`config.mk`:
```
export PLATFORM = sky130hd
export DESIGN_NAME = dkt_ctrl
export DESIGN_NICKNAME = d
export VERILOG_FILES = /design/src/rtl/core/dkt_pkg.sv /design/src/rtl/core/dkt_ctrl.sv
export SDC_FILE = /design/constraint.sdc
export NUM_CORES = 1
export LEC_CHECK = 0
export ABC_CLOCK_PERIOD_IN_PS = 1750
export BUFFER_PORTS_ARGS = -buffer_cell sky130_fd_sc_hd__buf_2
export CORE_AREA = 3 3 40 42
export CTS_BUF_LIST = sky130_fd_sc_hd__clkbuf_8
export DETAILED_ROUTE_END_ITERATION = 8
export DIE_AREA = 0 0 43 45
export GPL_TIMING_DRIVEN = 1
export PLACE_DENSITY_LB_ADDON = 0.15
export SLEW_MARGIN = 20
export SYNTH_ARGS = -nofsm -noshare
export SYNTH_HDL_FRONTEND = slang
export SYNTH_SLANG_ARGS = --single-unit
```
`constraint.sdc`:
```
create_clock -name clk -period 1.75 [get_ports clk]
set_input_delay 0.2625 -clock clk [delete_from_list [all_inputs] [get_ports clk]]
set_output_delay 0.2625 -clock clk [all_outputs]
set_load 0.01 [all_outputs]
```
`src/rtl/core/dkt_pkg.sv`:
```
// ----------------------------------------------------------------------------
// dkt_pkg
// Shared sizes, codes and control bundles for the dense key table.
// ----------------------------------------------------------------------------
package dkt_pkg;

  localparam int CAPACITY  = 64;
  localparam int KEY_LIMIT = 1024;

  localparam int KEY_W  = $clog2(KEY_LIMIT);
  localparam int SLOT_W = $clog2(CAPACITY);
  localparam int OCC_W  = $clog2(CAPACITY + 1);
  localparam int IDX_W  = 1 + SLOT_W;
  localparam int EVT_W  = 16;
  localparam int POS_W  = 6;
  localparam int OP_W   = 2;
  localparam int STAT_W = 2;

  localparam int IN_W     = KEY_W + EVT_W + POS_W;
  localparam int S_DATA_W = ((IN_W + 7) / 8) * 8;
  localparam int OUT_W    = 1 + KEY_W + EVT_W + OCC_W + STAT_W;
  localparam int M_DATA_W = ((OUT_W + 7) / 8) * 8;

  typedef enum logic [OP_W-1:0] {
    OP_ADD      = 2'd0,
    OP_REMOVE   = 2'd1,
    OP_CONTAINS = 2'd2,
    OP_READ     = 2'd3
  } op_t;

  typedef enum logic [STAT_W-1:0] {
    ST_OK      = 2'd0,
    ST_POS_OOR = 2'd1,
    ST_FULL    = 2'd2,
    ST_KEY_OOR = 2'd3
  } status_t;

  typedef enum logic [2:0] {
    S_CLEAR,
    S_IDLE,
    S_LOOKUP,
    S_UPDATE,
    S_UNLINK,
    S_RESULT
  } state_t;

  typedef struct packed {
    logic clear;
    logic load;
    logic res_load;
    logic append;
    logic move;
    logic fetch;
    logic merge;
    logic unlink;
    logic out_load;
  } ctrl_cmd_t;

  typedef struct packed {
    op_t  op;
    logic key_oor;
    logic present;
    logic full;
    logic slot_last;
    logic clear_last;
    logic out_free;
  } ctrl_stat_t;

endpackage

```
`src/rtl/core/dkt_ctrl.sv`:
```
// ----------------------------------------------------------------------------
// dkt_ctrl
// Command sequencer: index clear sweep, lookup, update, unlink, result.
// ----------------------------------------------------------------------------
module dkt_ctrl (
  input  logic                 clk,
  input  logic                 rst,
  input  logic                 s_axis_tvalid,
  output logic                 s_axis_tready,
  input  dkt_pkg::ctrl_stat_t  stat,
  output dkt_pkg::ctrl_cmd_t   cmd
);

  dkt_pkg::state_t state;
  dkt_pkg::state_t state_next;
  logic            live;

  assign live = !stat.key_oor;

  always_ff @(posedge clk) begin
    if (rst) begin
      state <= dkt_pkg::S_CLEAR;
    end else begin
      state <= state_next;
    end
  end

  always_comb begin
    state_next = state;
    unique case (state)
      dkt_pkg::S_CLEAR: begin
        if (stat.clear_last) state_next = dkt_pkg::S_IDLE;
      end
      dkt_pkg::S_IDLE: begin
        if (s_axis_tvalid) state_next = dkt_pkg::S_LOOKUP;
      end
      dkt_pkg::S_LOOKUP: begin
        if (stat.op == dkt_pkg::OP_ADD && live && stat.present) begin
          state_next = dkt_pkg::S_UPDATE;
        end else if (stat.op == dkt_pkg::OP_REMOVE && live && stat.present) begin
          state_next = dkt_pkg::S_UNLINK;
        end else begin
          state_next = dkt_pkg::S_RESULT;
        end
      end
      dkt_pkg::S_UPDATE: state_next = dkt_pkg::S_RESULT;
      dkt_pkg::S_UNLINK: state_next = dkt_pkg::S_RESULT;
      dkt_pkg::S_RESULT: begin
        if (stat.out_free) state_next = dkt_pkg::S_IDLE;
      end
      default: state_next = dkt_pkg::S_CLEAR;
    endcase
  end

  always_comb begin
    cmd           = '0;
    s_axis_tready = 1'b0;
    unique case (state)
      dkt_pkg::S_CLEAR: cmd.clear = 1'b1;
      dkt_pkg::S_IDLE: begin
        s_axis_tready = 1'b1;
        cmd.load      = s_axis_tvalid;
      end
      dkt_pkg::S_LOOKUP: begin
        cmd.res_load = 1'b1;
        cmd.append   = stat.op == dkt_pkg::OP_ADD && live && !stat.present && !stat.full;
        cmd.fetch    = stat.op == dkt_pkg::OP_ADD && live && stat.present;
        cmd.move     = stat.op == dkt_pkg::OP_REMOVE && live && stat.present &&
                       !stat.slot_last;
      end
      dkt_pkg::S_UPDATE: cmd.merge  = 1'b1;
      dkt_pkg::S_UNLINK: cmd.unlink = 1'b1;
      dkt_pkg::S_RESULT: cmd.out_load = stat.out_free;
      default: cmd = '0;
    endcase
  end

endmodule

```
# Yosys cells after proc, flatten, opt, wreduce, memory -nomap -nowiden

Cells that the tools add are included.

Mux-type cells: 13
Eq/ne operators: 9
Reductions and logical operators: 15

Operators with widths:

| operator                                       | count |
|---|---|
| one-hot mux 3 bit (5 select lines)             | 1 |
| two-way mux 3 bit                              | 4 |
| logical AND 1 bit                              | 7 |
| two-way mux 1 bit                              | 7 |
| == test 3 x 2 -> 1 bit (second input constant) | 2 |
| == test 3 bit (second input constant)          | 2 |
| != test 2 bit (second input constant)          | 3 |
| zero test 1 bit                                | 4 |
| two-way mux 4 bit                              | 1 |
| == test 3 x 1 -> 1 bit (second input constant) | 1 |
| zero test 3 bit                                | 1 |
| AND reduction 3 bit                            | 1 |
| == test 2 x 1 -> 1 bit (second input constant) | 1 |
| zero test 2 bit                                | 1 |
| OR reduction 2 bit                             | 1 |

Input port bits: 11
Word-level logic and storage cells: 38
Register bits after elaboration: 3
Output and inout port bits: 10

# Longest topological paths before layout

Gate-level depths: netlist (run 1).

Depth after elaboration: 6
Depth in mapped cells: 5

# Worst setup path before layout (run 1)

OpenSTA, ideal clock, no wires.

Path kind: register to output
Start: reg state[1]
End: out cmd[5] (netlist bit)
Slack: 0.337 ns
Data arrival time: 1.150 ns
Stages on the path, launching flop included: 4
Cells stage by stage: dfxtp_1 -> nor3b_2 -> and3b_1 -> nor3b_1

RTL lines:

| what                   | RTL line       | text |
|---|---|---|
| start, declared        | dkt_ctrl.sv:14 | `dkt_pkg::state_t state;` |
| start signal, assigned | dkt_ctrl.sv:22 | `state <= dkt_pkg::S_CLEAR;` |
| start signal, assigned | dkt_ctrl.sv:24 | `state <= state_next;` |
| end, declared          | dkt_ctrl.sv:11 | `output dkt_pkg::ctrl_cmd_t cmd` |

==> impl_metrics.toml, run 1 <==
[floorplanning]
die_width_um = 43
core_area_sq_mm = 0.00128
fp.dieArea_sq_mm = 0.00194
vertical_die_dimension_um = 45
top_level_i_o_count = 21
core.rowCount = 13
floorplan.initialDensity_pct = 26.1

[drt]
postRouteWirelength_um = 876
num_vias = 372
routedWlPerCell_um = 11.1
route.detailed.drc = 0
drtAntennaViolNets = 0
first_pass_iters = 4
initialDrtViolationCount = 5
avgViaCountPerCell = 4.71

[run]
timing.max_cap.violations = 0

[sta]
final_period_utilization_pct = 91.3
finClkSkew_ns = 0.00254
timing.final.setup_violations = 0
setup_repair_after_global_routing_missed_its_margin = "no"
number_of_hold_violations_in_the_final_report = 0
post-route-min-period_ns = 1.60
maxClockFrequency_mhz = 626
finalSetupTns_ns = 0
max-slew-margin-rel_pct = 82.8
final-max-slew-violation-count = 0
worst_pin_slew_ns = 0.256

[critical_path]
setup.worst_path.start_class = "register"
rr_startpoint = "state[0]$_SDFFE_PP0P_"
crit_required_ns = 1.49
maximum_fanout_count_along_the_critical_path = 12
worst_setup_path_startpoint = "state[1]$_SDFFE_PP0P_"
class_of_the_most_critical_setup_path = "reg -> out"
worst_setup_path_end_kind = "primary output"
reg2reg_slack_ns = 0.51
crit_arrival_ns = 1.33

[min_path]
hp-class = "in -> reg"
hold_path.startpoint = "rst"

[finish]
signed_area_change_from_the_synthesized_netlist_to_the_final_layout_pct = 40.7
largest-register = "state"
drive_gt1_share_pct = 48.4
insertedDiodeCount = 0
nNetsFinal = 76
number_of_flip_flops_under_the_largest_register_name = 3
nFillCells = 146
top_regs = "state x3"
layout_cell_area_excl_fill_sq_um = 472

[global_routing]
first_global_vias = 368
grt_pass1_wl_mm = 1.56
initial_antenna_violation_count = 0
global_route.overflow_total = 0
grt_busiest_layer = "met2"
grtUsageMet1_pct = 12.0
grt_util_met3_pct = 3.59
met2_track_utilization_from_global_routing_pct = 18.3
grt_max_degree = 15
gr-usage-all-layers_pct = 10.2

[placed_design]
area_post_placement_sq_um = 420
number_of_buffer_cells_added_on_primary_ports = 20
post-dp-hpwl_um = 663
gp_congestion = 0.683

[clock_network]
cts_inserted_buffers = 3
cts_root_buf = "sky130_fd_sc_hd__clkbuf_8"
tritoncts_clock_tree = "built"
cts.reportedPaths.clkPinSlew_ns = 0.03
clk_path_buf_depth = 2
cts.htree.levels = 1
insertion_delay_ns = 0.22
cts.sink_count = 3

[logic_synthesis]
post_synth_instance_area_sq_um = 335
synth_cell_type_count = 21
synth_fp_nets = 54
synth-seq-cells = 3
synth-warning-count = 0
syn-mean-instance-area_sq_um = 7.80
synth_area_leaders = "sky130_fd_sc_hd__dfxtp_1, sky130_fd_sc_hd__nor3b_2, sky130_fd_sc_hd__buf_6, sky130_fd_sc_hd__and3b_1, sky130_fd_sc_hd__nor3b_1"
synthCells = 43
cell_type_with_the_highest_aggregate_area_in_the_netlist = "sky130_fd_sc_hd__dfxtp_1"
synthDominantCellAreaShare_pct = 17.9
synth_sequential_area_ratio_pct = 17.9

[pwr]
power_density_mw_per_mm2 = 887
power.ir.vdd_worst_v = 0.000465
total_leakage_power_nw = 0.234

[run_status]
outcome = "finished, final reports clean"
layout make-up:
class | count | area, sq um | area share [%]
Multi-Input combinational cell | 35 | 234 | 49.6
Timing Repair Buffer | 20 | 100 | 21.2
Tap cell | 15 | 18.8 | 3.98
Inverter | 2 | 7.51 | 1.59
Sequential cell | 3 | 66.3 | 14.1
Clock inverter | 1 | 3.75 | 0.796
Clock buffer | 3 | 41.3 | 8.75
final timing paths:
check | end | depth (start not counted)
setup / recovery | cmd[5] | 4
hold / removal | state[0]$_SDFFE_PP0P_ | 2
setup reg to reg | state[0]$_SDFFE_PP0P_ | 4
hold reg to reg | state[0]$_SDFFE_PP0P_ | 2
cell families after synthesis:
group                  after synthesis  synth area share [%]
muxes                                1                  2.99
AOI/OAI and AO/OA                    8                  16.0
and+or+nand+nor                     26                  50.7
DFF                                  3                  17.9
buffers and inverters                5                  12.3
worst max-delay path, cell delays in order, from the launching register on:
cell	delay (ns)
sky130_fd_sc_hd__dfxtp_4	0.40
sky130_fd_sc_hd__nor3b_2	0.19
sky130_fd_sc_hd__and3b_1	0.21
sky130_fd_sc_hd__nor3b_1	0.17
sky130_fd_sc_hd__buf_2	0.15
placed cells by master, fill, tap and decap left out:
cell                         n
sky130_fd_sc_hd__mux2i_1     1
sky130_fd_sc_hd__clkbuf_8    3
sky130_fd_sc_hd__nand2_1     4
sky130_fd_sc_hd__inv_1       3
sky130_fd_sc_hd__nor3_2      1
sky130_fd_sc_hd__and2_1      2
sky130_fd_sc_hd__o21ai_0     1
sky130_fd_sc_hd__nor2b_1     1
sky130_fd_sc_hd__a21oi_1     3
sky130_fd_sc_hd__dfxtp_4     1
sky130_fd_sc_hd__and3b_1     3
sky130_fd_sc_hd__a211oi_1    1
sky130_fd_sc_hd__nor3b_1     3
sky130_fd_sc_hd__a21oi_2     1
sky130_fd_sc_hd__a311oi_1    1
sky130_fd_sc_hd__nor2_1      5
sky130_fd_sc_hd__nor3b_2     3
sky130_fd_sc_hd__dfxtp_2     2
sky130_fd_sc_hd__nor4_1      1
sky130_fd_sc_hd__o2111ai_1   1
sky130_fd_sc_hd__nor3_1      1
sky130_fd_sc_hd__nand3_1     2
sky130_fd_sc_hd__buf_2      20
routing by layer:
| layer | vias to the layer above | wire length (um) |
|---|---|---|
| li1 | 196 | - |
| met1 | 162 | 395 |
| met2 | 14 | 415 |
| met3 | 0 | 65 |
| met4 | 0 | 0 |
| met5 | - | 0 |
synthesized netlist by cell type:
cell type / n
sky130_fd_sc_hd__dfxtp_1: 3
sky130_fd_sc_hd__nand2_1: 4
sky130_fd_sc_hd__nor3b_2: 3
sky130_fd_sc_hd__nor3_2: 1
sky130_fd_sc_hd__nor3b_1: 3
sky130_fd_sc_hd__a21oi_1: 3
sky130_fd_sc_hd__a311oi_1: 1
sky130_fd_sc_hd__o21ai_0: 1
sky130_fd_sc_hd__a21oi_2: 1
sky130_fd_sc_hd__and2_1: 2
sky130_fd_sc_hd__nor4_1: 1
sky130_fd_sc_hd__o2111ai_1: 1
sky130_fd_sc_hd__nor2b_1: 1
sky130_fd_sc_hd__buf_6: 3
sky130_fd_sc_hd__mux2i_1: 1
sky130_fd_sc_hd__nor3_1: 1
sky130_fd_sc_hd__nand3_1: 2
sky130_fd_sc_hd__nor2_1: 5
sky130_fd_sc_hd__inv_1: 2
sky130_fd_sc_hd__and3b_1: 3
sky130_fd_sc_hd__a211oi_1: 1
power by group:
part           switching [mW]  leakage [nW]  internal, mW
Combinational          0.0566         0.181        0.0567
Sequential             0.0284        0.0261        0.0791
Clock                  0.0478        0.0269         0.150
metrics by stage:
step	power [mW]	utilization, %	setup WS (ns)	hold WS (ns)	instances
2_1_floorplan	0.189	-	0.337	0.325	43
3_3_place_gp	0.221	32.7	0.153	0.470	75
3_5_place_dp	0.221	32.7	0.186	0.467	75
4_1_cts	0.418	36.3	0.0562	0.246	79
5_1_grt	0.453	36.7	0.0119	0.241	79
6_report	0.418	36.7	0.153	0.243	79
what timing repair did:
| action | in CTS | in global routing |
|---|---|---|
| hold buffers | 0 | 0 |
| gates cloned | 0 | 0 |
| hold endpoints to repair | 0 | 0 |
| setup endpoints to repair | 1 | 3 |
| setup buffers | 0 | 0 |
| gates resized for setup | 1 | 3 |
(Power assumes the default switching activity.)
==> run 2, diff against run 1 <==
--- a/config.mk
+++ b/config.mk
@@ -7,10 +7,12 @@
 export LEC_CHECK = 0
 export ABC_CLOCK_PERIOD_IN_PS = 1750
 export BUFFER_PORTS_ARGS = -buffer_cell sky130_fd_sc_hd__buf_2
-export CORE_AREA = 3 3 40 42
+export CELL_PAD_IN_SITES_DETAIL_PLACEMENT = 1
+export CELL_PAD_IN_SITES_GLOBAL_PLACEMENT = 2
+export CORE_MARGIN = 3
+export CORE_UTILIZATION = 23
 export CTS_BUF_LIST = sky130_fd_sc_hd__clkbuf_8
 export DETAILED_ROUTE_END_ITERATION = 8
-export DIE_AREA = 0 0 43 45
 export GPL_TIMING_DRIVEN = 1
 export PLACE_DENSITY_LB_ADDON = 0.15
 export SLEW_MARGIN = 20
==> run 2 against run 1 <==
  * Clock power barely moved
  * Register-to-register slack lost 0.09 ns
  * Via count grew 9.1%
  * Critical path depth stayed put
  * Fmax decreased by 0.81%
  * Non-clock buffer count up 3
==> impl_metrics.toml, run 2 (synthesis results as in run 1) <==
[run_status]
outcome = "finished, final reports clean"

[sta]
timing.final.setup_violations = 0
setup_repair_after_global_routing_missed_its_margin = "no"
finalSetupTns_ns = 0
final-max-slew-violation-count = 0
worst_slack_ns = 0.140
final_period_utilization_pct = 92.0
post-route-min-period_ns = 1.61
max-slew-margin-rel_pct = 77.4
finClkSkew_ns = 0.00204
maxClockFrequency_mhz = 621
number_of_hold_violations_in_the_final_report = 0
worst_pin_slew_ns = 0.335

[placed_design]
pre_cts_slack_ns = 0.378
numPlacedInstances = 78
gp_congestion = 0.607
number_of_buffer_cells_added_on_primary_ports = 20
post-dp-hpwl_um = 792

[floorplanning]
core.rowCount = 13
fp.dieArea_sq_mm = 0.00195
top_level_i_o_count = 21
floorplan.initialDensity_pct = 25.1
core_area_sq_mm = 0.00133
die_width_um = 44.2
vertical_die_dimension_um = 44.2

[drt]
avgViaCountPerCell = 4.95
first_pass_iters = 2
initialDrtViolationCount = 4
routedWlPerCell_um = 12.5
drtAntennaViolNets = 0
num_vias = 406
postRouteWirelength_mm = 1.02
route.detailed.drc = 0

[pwr]
report.power.total_mw = 0.428
total_leakage_power_nw = 0.249
power_density_mw_per_mm2 = 877
power.ir.vdd_worst_v = 0.000209

[clock_network]
cts_root_buf = "sky130_fd_sc_hd__clkbuf_8"
insertion_delay_ns = 0.21
tritoncts_clock_tree = "built"
cts.reportedPaths.clkPinSlew_ns = 0.03
cts_inserted_buffers = 3
clk_path_buf_depth = 2
cts.htree.levels = 1
cts-resized-gates = 0
cts.sink_count = 3
post_cts_buffers = 0
hold_fix_buffer_count_after_cts = 0

[finish]
leading_cell_types_in_the_layout_fill_and_taps_excluded = "sky130_fd_sc_hd__buf_2, sky130_fd_sc_hd__nor2_1, sky130_fd_sc_hd__nand2_1"
nNetsFinal = 79
final_common_cell = "sky130_fd_sc_hd__buf_2"
number_of_flip_flops_under_the_largest_register_name = 3
stdcell_count = 82
drive_gt1_share_pct = 46.3
top_regs = "state x3"
largest-register = "state"
signed_area_change_from_the_synthesized_netlist_to_the_final_layout_pct = 45.5
insertedDiodeCount = 0
post_layout_utilization_of_the_core_pct = 36.6
nFillCells = 181

[critical_path]
rr_startpoint = "state[0]$_SDFFE_PP0P_"
worst_setup_path_startpoint = "state[2]$_SDFFE_PP0P_"
class_of_the_most_critical_setup_path = "reg -> out"
maximum_fanout_count_along_the_critical_path = 7
worst_setup_path_end_kind = "primary output"
crit_arrival_ns = 1.35
setup.worst_path.start_class = "register"
crit_required_ns = 1.49

[min_path]
hp-class = "in -> reg"
hold_path.startpoint = "rst"

[global_routing]
gr-usage-all-layers_pct = 11.4
grt_max_degree = 10
initial_antenna_violation_count = 0
grt_busiest_layer = "met2"
met2_track_utilization_from_global_routing_pct = 19.5
grtUsageMet1_pct = 13.9
first_global_vias = 402
grt_pass1_wl_mm = 1.66
global_route.overflow_total = 0
grt_util_met3_pct = 0.407

[run]
timing.max_cap.violations = 0
[run 2: changes by cell type in the layout (fill, tap and decap cells not counted)]
| cell | delta |
|---|---|
| sky130_fd_sc_hd__buf_4 | +3 |
| sky130_fd_sc_hd__dfxtp_1 | +3 |
| sky130_fd_sc_hd__dfxtp_2 | -2 |
| sky130_fd_sc_hd__dfxtp_4 | -1 |
[run 2: critical path, cell delays in order, from the launching register on]
cell and delay, ns:
sky130_fd_sc_hd__dfxtp_1 0.38, sky130_fd_sc_hd__nor3b_2 0.22, sky130_fd_sc_hd__and3b_1 0.21, sky130_fd_sc_hd__nor3b_1 0.17, sky130_fd_sc_hd__buf_2 0.15
[run 2: final timing paths]
path | endpoint | cells after the start | slack (ns)
setup reg to reg | state[0]$_SDFFE_PP0P_ | 5 | 0.42
hold reg to reg | state[0]$_SDFFE_PP0P_ | 2 | 0.65
setup / recovery | cmd[5] | 4 | 0.14
hold / removal | state[0]$_SDFFE_PP0P_ | 2 | 0.25
[run 2: stage by stage]
stage	hold slack (ns)	area (sq um)
final	0.255	488
after global routing	0.258	488
after CTS	0.247	488
after detailed placement	0.474	443
after global placement	0.474	443
after floorplan	0.325	335
[run 2: power breakdown]
| part | switching [mW] | internal (mW) | leakage [nW] |
|---|---|---|---|
| clock network | 0.0453 | 0.149 | 0.0269 |
| registers | 0.0167 | 0.0775 | 0.0246 |
| logic | 0.0727 | 0.0665 | 0.197 |
[run 2: cell type report]
type | count | area, sq um | area share [%]
inverters | 2 | 7.51 | 1.54
repair buffers | 23 | 123 | 25.1
multi-input cells | 35 | 234 | 47.9
clock inverters | 1 | 3.75 | 0.769
well taps | 15 | 18.8 | 3.85
flip-flops and latches | 3 | 60.1 | 12.3
clock buffers | 3 | 41.3 | 8.46
[run 2: metal layers]
metal  share of wire (%)  up-vias
met1                  44      188
met4                   0        0
met3                 8.7        0
li1                    -      201
met5                   0        -
met2                  47       17
